==> src/sv/kre_pkg.sv <==
`default_nettype none

package kre_pkg;

	// key usage codes with a special meaning
	localparam logic [7:0] CODE_EMPTY    = 8'h00;
	localparam logic [7:0] CODE_ROLLOVER = 8'h01;

	// modifier bit i is reported as scan code base + i
	localparam logic [7:0] MOD_SCAN_BASE = 8'hE0;

	// control characters of the translation table
	localparam logic [7:0] CHAR_CR  = 8'h0D;
	localparam logic [7:0] CHAR_ESC = 8'h1B;
	localparam logic [7:0] CHAR_BS  = 8'h08;
	localparam logic [7:0] CHAR_TAB = 8'h09;

	// per-lane control from the sequencer
	typedef struct packed {
		logic load;
		logic clear;
	} lane_ctrl_t;

	// per-lane status towards the merge logic
	typedef struct packed {
		logic [7:0] held;
		logic       empty;
		logic       match;
		logic       release_req;
	} lane_stat_t;

	// one untranslated event
	typedef struct packed {
		logic [7:0] code;
		logic       down;
	} evt_t;

	// fixed scan code to ascii table, zero where unmapped
	function automatic logic [7:0] ascii_of(input logic [7:0] code);
		logic [7:0] sym;
		sym = 8'h00;
		if (code >= 8'd4 && code <= 8'd29) begin
			sym = 8'h61 + (code - 8'd4);
		end else if (code >= 8'd30 && code <= 8'd38) begin
			sym = 8'h31 + (code - 8'd30);
		end else begin
			case (code)
				8'd39:   sym = 8'h30;
				8'd40:   sym = CHAR_CR;
				8'd41:   sym = CHAR_ESC;
				8'd42:   sym = CHAR_BS;
				8'd43:   sym = CHAR_TAB;
				8'd44:   sym = 8'h20;
				8'd45:   sym = 8'h2D;
				8'd46:   sym = 8'h3D;
				8'd47:   sym = 8'h5B;
				8'd48:   sym = 8'h5D;
				8'd49:   sym = 8'h5C;
				8'd50:   sym = 8'h23;
				8'd51:   sym = 8'h3B;
				8'd52:   sym = 8'h27;
				8'd53:   sym = 8'h60;
				8'd54:   sym = 8'h2C;
				8'd55:   sym = 8'h2E;
				8'd56:   sym = 8'h2F;
				8'd76:   sym = CHAR_BS;
				default: sym = 8'h00;
			endcase
		end
		return sym;
	endfunction

endpackage

`default_nettype wire

==> src/sv/kre_report_if.sv <==
`default_nettype none

interface kre_report_if;
	logic       valid;
	logic       ready;
	logic [7:0] modifier_bits;
	logic [7:0] key_slot_0;
	logic [7:0] key_slot_1;
	logic [7:0] key_slot_2;
	logic [7:0] key_slot_3;
	logic [7:0] key_slot_4;
	logic [7:0] key_slot_5;

	modport source (
		output valid, modifier_bits, key_slot_0, key_slot_1, key_slot_2,
		       key_slot_3, key_slot_4, key_slot_5,
		input  ready
	);

	modport sink (
		input  valid, modifier_bits, key_slot_0, key_slot_1, key_slot_2,
		       key_slot_3, key_slot_4, key_slot_5,
		output ready
	);
endinterface

`default_nettype wire

==> src/sv/kre_event_if.sv <==
`default_nettype none

interface kre_event_if;
	logic       valid;
	logic       ready;
	logic [7:0] symbol;
	logic       raw_code;
	logic       key_down;
	logic       last_event;

	modport source (
		output valid, symbol, raw_code, key_down, last_event,
		input  ready
	);

	modport sink (
		input  valid, symbol, raw_code, key_down, last_event,
		output ready
	);
endinterface

`default_nettype wire

==> src/sv/keyboard_report_to_key_events.sv <==
// Boot keyboard report decoder: one report in, up to twenty key events out.
// Steps per report: a press scan of the KEY_SLOTS slots, one slot a cycle while
// the output takes events, then one step per release and per modifier event,
// then a flush. Each event waits one stage for the next one or the end of the scan
// before it moves to the output register; last_event marks the final one.
// Reset clears held keys, held modifiers and all valid flags at once.
`default_nettype none

module keyboard_report_to_key_events #(
	parameter int KEY_SLOTS      = 6,
	parameter int MODIFIER_COUNT = 8
) (
	input  wire logic    clk,
	input  wire logic    arst_n,
	kre_report_if.sink   report,
	kre_event_if.source  events
);

	localparam int IDX_W = (KEY_SLOTS > 1) ? $clog2(KEY_SLOTS) : 1;

	typedef enum logic [2:0] {
		S_IDLE,
		S_PRESS,
		S_KREL,
		S_MOD,
		S_FLUSH
	} state_t;

	state_t                    state_q;
	logic [IDX_W-1:0]          idx_q;
	logic [MODIFIER_COUNT-1:0] held_mods_q;
	logic [MODIFIER_COUNT-1:0] mods_q;
	logic [7:0]                cur_q [KEY_SLOTS];
	logic [7:0]                rep_codes [6];

	kre_pkg::lane_ctrl_t       lane_ctrl [KEY_SLOTS];
	kre_pkg::lane_stat_t       lane_stat [KEY_SLOTS];

	logic [7:0]                cand;
	logic                      any_match;
	logic                      free_found;
	logic [IDX_W-1:0]          free_idx;
	logic                      press_ev;
	logic                      rel_any;
	logic [IDX_W-1:0]          rel_idx;
	logic [7:0]                rel_code;
	logic [MODIFIER_COUNT-1:0] mod_press;
	logic [MODIFIER_COUNT-1:0] mod_rel;
	logic [MODIFIER_COUNT-1:0] mod_sel;
	logic [MODIFIER_COUNT-1:0] mod_low;
	logic [7:0]                mod_code;
	logic                      gen_valid;
	kre_pkg::evt_t             gen_evt;
	logic                      adv;
	logic                      take;
	logic                      fin_done;
	logic                      accept;

	assign report.ready = (state_q == S_IDLE);
	assign accept       = report.valid && report.ready;

	assign rep_codes[0] = report.key_slot_0;
	assign rep_codes[1] = report.key_slot_1;
	assign rep_codes[2] = report.key_slot_2;
	assign rep_codes[3] = report.key_slot_3;
	assign rep_codes[4] = report.key_slot_4;
	assign rep_codes[5] = report.key_slot_5;

	// report capture
	always_ff @(posedge clk) begin
		if (accept) begin
			mods_q <= report.modifier_bits[MODIFIER_COUNT-1:0];
			for (int k = 0; k < KEY_SLOTS; k++) begin
				cur_q[k] <= rep_codes[k];
			end
		end
	end

	// held key lanes
	for (genvar g = 0; g < KEY_SLOTS; g++) begin : g_lane
		kre_lane #(
			.KEY_SLOTS (KEY_SLOTS)
		) u_lane (
			.clk      (clk),
			.arst_n   (arst_n),
			.ctrl     (lane_ctrl[g]),
			.cand     (cand),
			.own_code (cur_q[g]),
			.cur      (cur_q),
			.stat     (lane_stat[g])
		);
	end

	// merge lane results: match, first free slot, first release
	assign cand = cur_q[idx_q];

	always_comb begin
		any_match  = 1'b0;
		free_found = 1'b0;
		free_idx   = '0;
		rel_any    = 1'b0;
		rel_idx    = '0;
		rel_code   = kre_pkg::CODE_EMPTY;
		for (int k = 0; k < KEY_SLOTS; k++) begin
			if (lane_stat[k].match) begin
				any_match = 1'b1;
			end
			if (lane_stat[k].empty && !free_found) begin
				free_found = 1'b1;
				free_idx   = IDX_W'(k);
			end
			if (lane_stat[k].release_req && !rel_any) begin
				rel_any  = 1'b1;
				rel_idx  = IDX_W'(k);
				rel_code = lane_stat[k].held;
			end
		end
	end

	assign press_ev = (cand != kre_pkg::CODE_EMPTY) &&
	                  (cand != kre_pkg::CODE_ROLLOVER) && !any_match;

	// modifier changes, presses before releases, lowest bit first
	assign mod_press = mods_q & ~held_mods_q;
	assign mod_rel   = held_mods_q & ~mods_q;
	assign mod_sel   = (mod_press != '0) ? mod_press : mod_rel;
	assign mod_low   = mod_sel & (~mod_sel + MODIFIER_COUNT'(1));

	always_comb begin
		mod_code = kre_pkg::MOD_SCAN_BASE;
		for (int k = 0; k < MODIFIER_COUNT; k++) begin
			if (mod_low[k]) begin
				mod_code = kre_pkg::MOD_SCAN_BASE + 8'(k);
			end
		end
	end

	// event generation for the current step
	always_comb begin
		gen_valid    = 1'b0;
		gen_evt.code = cand;
		gen_evt.down = 1'b1;
		unique case (state_q)
			S_PRESS: begin
				gen_valid    = press_ev;
				gen_evt.code = cand;
				gen_evt.down = 1'b1;
			end
			S_KREL: begin
				gen_valid    = rel_any;
				gen_evt.code = rel_code;
				gen_evt.down = 1'b0;
			end
			S_MOD: begin
				gen_valid    = (mod_sel != '0);
				gen_evt.code = mod_code;
				gen_evt.down = (mod_press != '0);
			end
			S_IDLE, S_FLUSH: begin
				gen_valid = 1'b0;
			end
			default: begin
				gen_valid = 1'b0;
			end
		endcase
	end

	assign adv = !gen_valid || take;

	// lane updates
	always_comb begin
		for (int k = 0; k < KEY_SLOTS; k++) begin
			lane_ctrl[k].load  = (state_q == S_PRESS) && press_ev && adv &&
			                     free_found && (free_idx == IDX_W'(k));
			lane_ctrl[k].clear = (state_q == S_KREL) && rel_any && adv &&
			                     (rel_idx == IDX_W'(k));
		end
	end

	// sequencer
	always_ff @(posedge clk or negedge arst_n) begin
		if (!arst_n) begin
			state_q     <= S_IDLE;
			idx_q       <= '0;
			held_mods_q <= '0;
		end else begin
			unique case (state_q)
				S_IDLE: begin
					if (accept) begin
						idx_q   <= '0;
						state_q <= S_PRESS;
					end
				end
				S_PRESS: begin
					if (adv) begin
						if (idx_q == IDX_W'(KEY_SLOTS - 1)) begin
							state_q <= S_KREL;
						end else begin
							idx_q <= idx_q + IDX_W'(1);
						end
					end
				end
				S_KREL: begin
					if (!rel_any) begin
						state_q <= S_MOD;
					end
				end
				S_MOD: begin
					if (mod_sel == '0) begin
						state_q <= S_FLUSH;
					end else if (adv) begin
						if (mod_press != '0) begin
							held_mods_q <= held_mods_q | mod_low;
						end else begin
							held_mods_q <= held_mods_q & ~mod_low;
						end
					end
				end
				S_FLUSH: begin
					if (fin_done) begin
						state_q <= S_IDLE;
					end
				end
				default: begin
					state_q <= S_IDLE;
				end
			endcase
		end
	end

	// output staging and translation
	kre_out_stage u_out (
		.clk        (clk),
		.arst_n     (arst_n),
		.push_valid (gen_valid),
		.push_evt   (gen_evt),
		.finish     (state_q == S_FLUSH),
		.take       (take),
		.fin_done   (fin_done),
		.events     (events)
	);

endmodule

`default_nettype wire

==> src/sv/kre_lane.sv <==
`default_nettype none

module kre_lane #(
	parameter int KEY_SLOTS = 6
) (
	input  wire logic                 clk,
	input  wire logic                 arst_n,
	input  wire kre_pkg::lane_ctrl_t  ctrl,
	input  wire logic [7:0]           cand,
	input  wire logic [7:0]           own_code,
	input  wire logic [7:0]           cur [KEY_SLOTS],
	output kre_pkg::lane_stat_t       stat
);

	logic [7:0] held_q;
	logic       in_cur;

	// one held key slot
	always_ff @(posedge clk or negedge arst_n) begin
		if (!arst_n) begin
			held_q <= kre_pkg::CODE_EMPTY;
		end else if (ctrl.load) begin
			held_q <= cand;
		end else if (ctrl.clear) begin
			held_q <= kre_pkg::CODE_EMPTY;
		end
	end

	// is the held key still in the report
	always_comb begin
		in_cur = 1'b0;
		for (int k = 0; k < KEY_SLOTS; k++) begin
			if (cur[k] == held_q) begin
				in_cur = 1'b1;
			end
		end
	end

	// lane status
	always_comb begin
		stat.held        = held_q;
		stat.empty       = (held_q == kre_pkg::CODE_EMPTY);
		stat.match       = (held_q == cand);
		stat.release_req = (held_q != kre_pkg::CODE_EMPTY) &&
		                   (own_code != kre_pkg::CODE_ROLLOVER) && !in_cur;
	end

endmodule

`default_nettype wire

==> src/sv/kre_out_stage.sv <==
`default_nettype none

module kre_out_stage (
	input  wire logic           clk,
	input  wire logic           arst_n,
	input  wire logic           push_valid,
	input  wire kre_pkg::evt_t  push_evt,
	input  wire logic           finish,
	output logic                take,
	output logic                fin_done,
	kre_event_if.source         events
);

	logic       pend_valid_q;
	logic [7:0] pend_symbol_q;
	logic       pend_raw_q;
	logic       pend_down_q;
	logic       out_valid_q;
	logic [7:0] out_symbol_q;
	logic       out_raw_q;
	logic       out_down_q;
	logic       out_last_q;
	logic       out_free;
	logic       move;
	logic       push;
	logic [7:0] sym;

	// one event is held back until it is known whether another follows
	assign out_free = !out_valid_q || events.ready;
	assign take     = !pend_valid_q || out_free;
	assign fin_done = !pend_valid_q || out_free;
	assign move     = pend_valid_q && out_free && (push_valid || finish);
	assign push     = push_valid && take;
	assign sym      = kre_pkg::ascii_of(push_evt.code);

	// valid flags
	always_ff @(posedge clk or negedge arst_n) begin
		if (!arst_n) begin
			pend_valid_q <= 1'b0;
			out_valid_q  <= 1'b0;
		end else begin
			if (push) begin
				pend_valid_q <= 1'b1;
			end else if (move) begin
				pend_valid_q <= 1'b0;
			end
			if (move) begin
				out_valid_q <= 1'b1;
			end else if (events.ready) begin
				out_valid_q <= 1'b0;
			end
		end
	end

	// translated payload
	always_ff @(posedge clk) begin
		if (push) begin
			pend_symbol_q <= (sym == 8'h00) ? push_evt.code : sym;
			pend_raw_q    <= (sym == 8'h00);
			pend_down_q   <= push_evt.down;
		end
		if (move) begin
			out_symbol_q <= pend_symbol_q;
			out_raw_q    <= pend_raw_q;
			out_down_q   <= pend_down_q;
			out_last_q   <= finish;
		end
	end

	assign events.valid      = out_valid_q;
	assign events.symbol     = out_symbol_q;
	assign events.raw_code   = out_raw_q;
	assign events.key_down   = out_down_q;
	assign events.last_event = out_last_q;

endmodule

`default_nettype wire

==> src/flat_wrapper.sv <==
// flat-port wrapper written by rule: the top's interface ports become plain ports
module keyboard_report_to_key_events_flat 
#(
	parameter int KEY_SLOTS      = 6,
	parameter int MODIFIER_COUNT = 8
)
  (clk, arst_n, report_valid, report_modifier_bits, report_key_slot_0, report_key_slot_1, report_key_slot_2, report_key_slot_3, report_key_slot_4, report_key_slot_5, report_ready, events_valid, events_symbol, events_raw_code, events_key_down, events_last_event, events_ready);
  kre_report_if report_i ();
  kre_event_if events_i ();
  input  wire logic clk;
  input  wire logic arst_n;
  input wire logic [$bits(report_i.valid)-1:0] report_valid;
  input wire logic [$bits(report_i.modifier_bits)-1:0] report_modifier_bits;
  input wire logic [$bits(report_i.key_slot_0)-1:0] report_key_slot_0;
  input wire logic [$bits(report_i.key_slot_1)-1:0] report_key_slot_1;
  input wire logic [$bits(report_i.key_slot_2)-1:0] report_key_slot_2;
  input wire logic [$bits(report_i.key_slot_3)-1:0] report_key_slot_3;
  input wire logic [$bits(report_i.key_slot_4)-1:0] report_key_slot_4;
  input wire logic [$bits(report_i.key_slot_5)-1:0] report_key_slot_5;
  output wire logic [$bits(report_i.ready)-1:0] report_ready;
  output wire logic [$bits(events_i.valid)-1:0] events_valid;
  output wire logic [$bits(events_i.symbol)-1:0] events_symbol;
  output wire logic [$bits(events_i.raw_code)-1:0] events_raw_code;
  output wire logic [$bits(events_i.key_down)-1:0] events_key_down;
  output wire logic [$bits(events_i.last_event)-1:0] events_last_event;
  input wire logic [$bits(events_i.ready)-1:0] events_ready;
  assign report_i.valid = report_valid;
  assign report_i.modifier_bits = report_modifier_bits;
  assign report_i.key_slot_0 = report_key_slot_0;
  assign report_i.key_slot_1 = report_key_slot_1;
  assign report_i.key_slot_2 = report_key_slot_2;
  assign report_i.key_slot_3 = report_key_slot_3;
  assign report_i.key_slot_4 = report_key_slot_4;
  assign report_i.key_slot_5 = report_key_slot_5;
  assign report_ready = report_i.ready;
  assign events_valid = events_i.valid;
  assign events_symbol = events_i.symbol;
  assign events_raw_code = events_i.raw_code;
  assign events_key_down = events_i.key_down;
  assign events_last_event = events_i.last_event;
  assign events_i.ready = events_ready;
  keyboard_report_to_key_events #(.KEY_SLOTS(KEY_SLOTS), .MODIFIER_COUNT(MODIFIER_COUNT)) u_core (.clk(clk), .arst_n(arst_n), .report(report_i), .events(events_i));
endmodule
==> config.mk <==
export PLATFORM = sky130hd
export DESIGN_NAME = keyboard_report_to_key_events_flat
export DESIGN_NICKNAME = d
export VERILOG_FILES = /design/src/sv/kre_pkg.sv /design/src/sv/kre_report_if.sv /design/src/sv/kre_event_if.sv /design/src/sv/keyboard_report_to_key_events.sv /design/src/sv/kre_lane.sv /design/src/sv/kre_out_stage.sv /design/src/flat_wrapper.sv
export SDC_FILE = /design/constraint.sdc
export NUM_CORES = 1
export LEC_CHECK = 0
export ABC_AREA = 0
export ABC_CLOCK_PERIOD_IN_PS = 6500
export BUFFER_PORTS_ARGS = -buffer_cell sky130_fd_sc_hd__buf_4
export CELL_PAD_IN_SITES_DETAIL_PLACEMENT = 0
export CELL_PAD_IN_SITES_GLOBAL_PLACEMENT = 1
export CORE_UTILIZATION = 38
export DETAILED_ROUTE_END_ITERATION = 16
export PLACE_DENSITY_LB_ADDON = 0.15
export SETUP_SLACK_MARGIN = 0.2
export SLEW_MARGIN = 25
export SYNTH_ARGS = -nofsm -noshare
export SYNTH_HDL_FRONTEND = slang
export SYNTH_HIERARCHICAL = 1
export SYNTH_SLANG_ARGS = --single-unit
export TNS_END_PERCENT = 10
==> constraint.sdc <==
create_clock -name clk -period 6.5 [get_ports clk]
set_clock_uncertainty 0.05 [all_clocks]
set_input_delay 1.3 -clock clk [delete_from_list [all_inputs] [get_ports clk]]
set_output_delay 1.3 -clock clk [all_outputs]
set_load 0.01 [all_outputs]
# Word-level counts from Yosys, hierarchy flattened
# Index checks and enable logic that the tools add are counted.
word_totals:
  output_inout_bits: 13
  register_bits: 141
  inputBits: 60
  word_cells: 356
op_classes:
  n_reduce_logical: 104
  eq_ne: 90
  addsub: 6
  bitwise: 11
  n_mux: 115
  magnitude_cmp: 5
op_table:
  columns: ["operator", "count"]
  rows:
  - ["== test 8 bit", 42]
  - ["two-way mux 8 bit", 25]
  - ["== test 8 x 6 -> 1 bit (second input constant)", 18]
  - ["one-hot mux 7 bit (18 select lines)", 1]
  - ["nonzero test 8 bit", 9]
  - ["logical NOT 8 bit", 8]
  - ["two-way mux 1 bit", 61]
  - ["inequality test 8 x 1 -> 1 bit (second input constant)", 7]
  - ["two-way mux 3 bit", 17]
  - ["logical AND 1 bit", 47]
  - ["bitwise AND 8 bit", 4]
  - ["inverter 8 bit", 4]
  - ["binary-select mux 8 bit (select 3 bit)", 1]
  - ["logical NOT 1 bit", 20]
  - ["== test 3 x 2 -> 1 bit (second input constant)", 6]
  - ["== test 3 bit (second input constant)", 6]
  - ["one-hot mux 9 bit (2 select lines)", 1]
  - ["nonzero test 2 bit", 9]
  - ["one-hot mux 3 bit (5 select lines)", 1]
  - ["two-way mux 2 bit", 6]
  - ["== test 3 x 1 -> 1 bit (second input constant)", 3]
  - ["logical NOT 3 bit", 3]
  - ["adder 6 x 8 -> 8 bit (first input constant)", 1]
  - ["adder 7 x 8 -> 8 bit (first input constant)", 1]
  - ["other kinds (22)", 30]

# Depth between registers and ports, before layout
logic_depth:
  depth_word: 33
  mapped_depth: 22

# Cells and area by module
# The synthesis kept the hierarchy.
modules_own_cells:
  columns: ["mod", "cells_each", "instances", "area_each_um2"]
  rows:
  - ["kre_lane", 125, 6, 1057.3]
  - ["keyboard_report_to_key_events", 366, 1, 3953.8]
  - ["kre_out_stage", 145, 1, 1478.9]

# Worst setup path after synthesis
# OpenSTA, ideal clock, no wires.
synth_path:
  path_kind: "register to register"
  startpoint: "register u_core.g_lane[0].u_lane.held_q[4]"
  endpoint: "register u_core.u_out.pend_symbol_q[2], data pin"
  setup_slack_ns: 1.703
  path_buffers: 1
  stages_incl_launch_ff: 18
  period_less_slack_ns: 4.797
  arrival_ns: 4.603
  required_ns: 6.305
  cell_sequence: "dfrtp_1 -> buf_4 -> or4_4 -> nor2_4 -> a21oi_2 -> o21ai_2 -> nor4_1 -> nor4b_1 -> a211oi_1 -> o211ai_1 -> inv_1 -> ha_1 -> nor4bb_4 -> a2111o_2 -> nor2_2 -> or3b_4 -> o311a_1 -> o21ai_1"
synth_rtl:
  columns: ["item", "line", "source"]
  rows:
  - ["start: declaration", "kre_lane.sv:15", "logic [7:0] held_q;"]
  - ["start signal: assignment", "kre_lane.sv:21", "held_q <= kre_pkg::CODE_EMPTY;"]
  - ["start signal: assignment", "kre_lane.sv:23", "held_q <= cand;"]
  - ["start signal: assignment", "kre_lane.sv:25", "held_q <= kre_pkg::CODE_EMPTY;"]
  - ["end signal: assignment", "kre_out_stage.sv:58", "pend_symbol_q <= (sym == 8'h00) ? push_evt.code : sym;"]
  - ["end: declaration", "kre_out_stage.sv:15", "logic [7:0] pend_symbol_q;"]

==> impl_summary.txt <==
----------------------------------------------------
[Clock network]
  Clock Latency Late Sink ... 0.44 ns
  CTS max path bufs ... 2
  Postcts setup bufs ... 0
  Count of hold buffers inserted by post-cts repair ... 0
  Sink Count ... 141
  Total of cells resized after clock tree synthesis ... 0
  TritonCTS clock tree ... built
  Root Buffer ... sky130_fd_sc_hd__clkbuf_16
  Clock transition at the register clock pins on the worst setup and hold paths after CTS ... 0.07 ns
  Inserted Clock Buffers ... 17
  Number of H-tree branching levels ... 4

[Drt]
  Antenna viol nets, final ... 0
  DRC Markers ... 0
  Top metal layer carrying routed signals ... met4
  Routed wire length on met3 ... 2.30 mm
  WL met2 ... 20.0 mm
  Via count ... 10.1k
  Average routed wire per standard cell ... 25.3 um
  Detailed-route wire length ... 43.4 mm
  Detailed-routing wirelength on met1 ... 18.3 mm
  DRC violation total after the first TritonRoute iteration ... 1011
  Length of the first detailed-routing pass in iterations ... 5
  Number of vias per cell after detailed routing ... 5.91

[Floorplan]
  Site row count ... 64
  Number of top-level design ports ... 73
  Floorplan die height ... 178 um
  Overall die area ... 0.0317 mm2
  Initial standard-cell utilization of the core ... 38.6%
  Die width ... 178 um
  Standard cell core area ... 0.0305 mm2

[Place]
  Placer's final routability congestion estimate ... 0.926
  HPWL reported at the end of detailed placement ... 29.7 mm
  Cell area after placement ... 0.0127 mm2
  IO Port Bufs ... 72

[Critical path]
  Nature of the critical path endpoint ... register
  Critical path required time ... 6.63 ns
  Cell with the largest stage delay on the worst path ... sky130_fd_sc_hd__or4_4
  Arrival time at the worst endpoint ... 5.70 ns
  Kind of cell adding the most delay to the critical path ... simple AND/OR/NAND/NOR gates
  Worst path buffer plus inverter count ... 2
  CP cell instances ... or4_4 -> nor2_4 -> a21oi_2 -> o21ai_2 -> nor4_2 -> buf_4 -> nor4_2 -> nand3b_1 -> o221ai_1 -> nor2_1 -> a31oi_1 -> o211ai_1 -> inv_1 -> ha_1 -> nor2_1 -> o311ai_0 -> o21ai_0 -> o2111ai_2 -> nor3_4 -> a221o_1
  Biggest fanout along the worst timing path ... 14
  Type of origin of the critical path ... register
  Delay of the slowest cell on the worst path ... 0.63 ns
  WS Path Type ... reg2reg

[Synthesis]
  Primary FF master, synth ... sky130_fd_sc_hd__edfxtp_1
  Net count after synthesis ... 1328
  Mean instance size in the synthesized netlist ... 9.34 um2
  Synth Area in Adders ... 0.744%
  Register bit count reported by yosys ... 141
  Simple-gate share of the synthesized area ... 22.1%
  Multiplexer area fraction after synthesis ... 2.63%
  Dominant cells by area after synthesis ... sky130_fd_sc_hd__edfxtp_1, sky130_fd_sc_hd__xnor2_1, sky130_fd_sc_hd__dfrtp_1
  Share of the synthesized area in compound gates (AO/OA/AOI/OAI) ... 11.8%
  Fraction of synthesized cell area taken by the top area cell type ... 19.6%
  Xor/xnor share of the synthesized area ... 25.1%
  Post-synthesis sequential area ratio ... 33.2%
  Dominant combinational cell family by area after synthesis ... XOR/XNOR gates
  Number of unique standard cell types used by synthesis ... 84
  Cell accounting for the most synthesized area ... sky130_fd_sc_hd__edfxtp_1
  Synth async-reset ratio ... 45.4%
  Count of mapped cells out of synthesis ... 1261
  Post-synth EDFFs ... 77
  Post-synthesis cell area ... 0.0118 mm2
  Yosys warning count ... 6

[Global routing]
  Total global-route track usage ... 28.0%
  Via count of the first global-routing pass ... 9946
  Total grt overflow ... 0
  Maximum number of pins on one net before global-route repair ... 65
  Number of antenna violations at the first check in global routing ... 0
  First-pass GRT wire length ... 64.2 mm

[Timing]
  Worst slew margin relative to its limit ... 31.9%
  Final Max Tran Viols ... 0
  Number of hold violations in the final report ... 0
  Fmax achieved ... 0.180 GHz
  Final period demand of the worst path ... 5.57 ns
  Sum Neg Setup Slack ... 0 ns
  Final setup violating endpoints ... 0
  Final cycle utilization of the critical path ... 85.7%
  Unrepaired setup endpoints after global routing ... false
  Transition time at the pin with the least slew margin ... 1.02 ns
  Worst Hold Margin ... 0.369 ns

[Power]
  Clock network fraction of total power ... 12.8%
  Switching part of the total ... 50.2%
  Sequential Power Share ... 29.9%
  P_leak ... 4.62 nW
  Proportion of power drawn by combinational gates ... 57.3%
  Peak supply drop ... 0.213 mV
  Total power per unit cell area ... 579 mW/mm2
  Internal cell power ... 0.00383 W
  Net load switching power ... 0.00386 W

[Layout]
  Area growth from synthesis to layout ... 12.8%
  Antenna diode count ... 0
  Final core utilization ... 43.5%
  Summed area of non-filler cells in the final layout ... 0.0133 mm2
  Fraction of layout cells with a size suffix above 1 ... 16.3%
  Nets@finish ... 1376

[Flow run]
  Reported max-cap violation count ... 0

[Outcome]
  Result of the run ... finished clean

[Worst hold path]
  Type of the worst min-delay path ... reg2reg

----------------------------------------------------
## layout make-up
type	count	area, um2
Sequential cell	141	3920
Fill cell	2995	17200
Clock buffer	17	425
Inverter	18	67.6
Timing Repair Buffer	112	841
Clock inverter	15	141
Tap cell	396	495
Multi-Input combinational cell	1019	7400
## cell families after synthesis
logic type                 Yosys count
buffers and inverters              101
AOI/OAI and AO/OA                  207
adders and majority gates            7
muxes                               21
and+or+nand+nor                    447
DFF                                141
xor gates and xnor gates           337
## layout by cell type (no fill, tap or decap), drive strengths merged, types with 4 or more instances in the layout
master and n:
nand2 105, nor2b 16, or4 15, ha 7, inv 27, nand4 65, nor3b 5, nand3 7
nor2 66, mux4 7, dfrtp 64, nor4b 11, xnor2 241, buf 112, o41ai 4, a31oi 8
nor3 18, mux2 4, a221oi 7, a22oi 7, a211oi 10, a21oi 22, and3 6, a22o 4
o221ai 8, o22ai 9, mux2i 10, nand2b 69, xor2 96, and2 4, edfxtp 77, o21ai 93
a221o 4, nor4 44, clkbuf 17
## cell usage after synthesis, types with 7 or more instances
library cell,count
sky130_fd_sc_hd__xor2_1,96
sky130_fd_sc_hd__edfxtp_1,77
sky130_fd_sc_hd__nor4_1,38
sky130_fd_sc_hd__a21oi_1,16
sky130_fd_sc_hd__o221ai_1,8
sky130_fd_sc_hd__a211oi_1,10
sky130_fd_sc_hd__o21ai_1,20
sky130_fd_sc_hd__a31oi_1,8
sky130_fd_sc_hd__nor3_1,17
sky130_fd_sc_hd__or4_4,13
sky130_fd_sc_hd__inv_1,16
sky130_fd_sc_hd__nor2_1,59
sky130_fd_sc_hd__buf_4,14
sky130_fd_sc_hd__nand4_1,65
sky130_fd_sc_hd__o21ai_0,67
sky130_fd_sc_hd__nand2_1,105
sky130_fd_sc_hd__clkbuf_1,22
sky130_fd_sc_hd__dfrtp_1,64
sky130_fd_sc_hd__nor4b_1,11
sky130_fd_sc_hd__a22oi_1,7
sky130_fd_sc_hd__nor2b_1,15
sky130_fd_sc_hd__buf_6,7
sky130_fd_sc_hd__mux4_2,7
sky130_fd_sc_hd__mux2i_1,10
sky130_fd_sc_hd__o22ai_1,9
sky130_fd_sc_hd__buf_2,38
sky130_fd_sc_hd__nand2b_1,69
sky130_fd_sc_hd__ha_1,7
sky130_fd_sc_hd__xnor2_1,241
sky130_fd_sc_hd__nand3_1,7
sky130_fd_sc_hd__a221oi_1,7
## worst reg2reg max path, delay by kind of cell, from the launching register on
family                   cells  cell delay [ns]
AO/OA/AOI/OAI                9             2.00
adder cells (fa/ha/maj)      1             0.25
buffers and inverters        2             0.42
flip-flops                   1             0.60
AND/OR/NAND/NOR              8             2.01
## state kept, by name, indices dropped and copies added, names as in the netlist, named ones only
name,flops
u_core/cur_q,48
u_core/g_lane.u_lane/held_q,48
u_core/mods_q,8
u_core/u_out/events.symbol,8
u_core/u_out/pend_symbol_q,8
u_core/idx_q,3
u_core/state_q,3
u_core/u_out/events.key_down,1
u_core/u_out/events.last_event,1
u_core/u_out/events.raw_code,1
u_core/u_out/events.valid,1
u_core/u_out/pend_down_q,1
u_core/u_out/pend_raw_q,1
u_core/u_out/pend_valid_q,1
## per-layer routing
layer  GRT usage [%]  vias up
li1                -     4585
met1            35.8     5018
met2            44.6      404
met3            3.30      140
met4            18.5        0
met5               0        -
## power by group through the flow
stage	Combinational [W]	Clock (W)	Sequential [W]
after floorplan	0.00365	0	0.00160
after global placement	0.00434	0	0.00229
after detailed placement	0.00435	0	0.00229
after CTS	0.00436	0.00101	0.00227
after global routing	0.00481	0.00104	0.00232
final	0.00441	0.000987	0.00230
## per-stage QoR
stage | setup slack [ns] | std cells | power [W]
after floorplan | 1.70 | 1261 | 0.00526
after global placement | 0.796 | 1686 | 0.00662
after detailed placement | 0.621 | 1686 | 0.00664
after CTS | 0.598 | 1718 | 0.00764
after global routing | 0.434 | 1718 | 0.00817
final | 0.930 | 1718 | 0.00769
## path summary, 6_finish.rpt
path	startpoint	to	slack (ns)	depth (start not counted)
min in group asynchronous	arst_n	u_core/g_lane[1].u_lane/held_q[1]	0.92	1
setup reg to reg	u_core/g_lane[1].u_lane/held_q[5]	u_core/u_out/pend_symbol_q[4]	0.93	20
max in group asynchronous	arst_n	u_core/idx_q[0]	4.83	1
setup / recovery	u_core/g_lane[1].u_lane/held_q[5]	u_core/u_out/pend_symbol_q[4]	0.93	20
hold / removal	u_core/u_out/pend_symbol_q[6]	u_core/u_out/events.symbol[6]	0.37	0
hold reg to reg	u_core/u_out/pend_symbol_q[6]	u_core/u_out/events.symbol[6]	0.37	0
(Power assumes the default switching activity.)
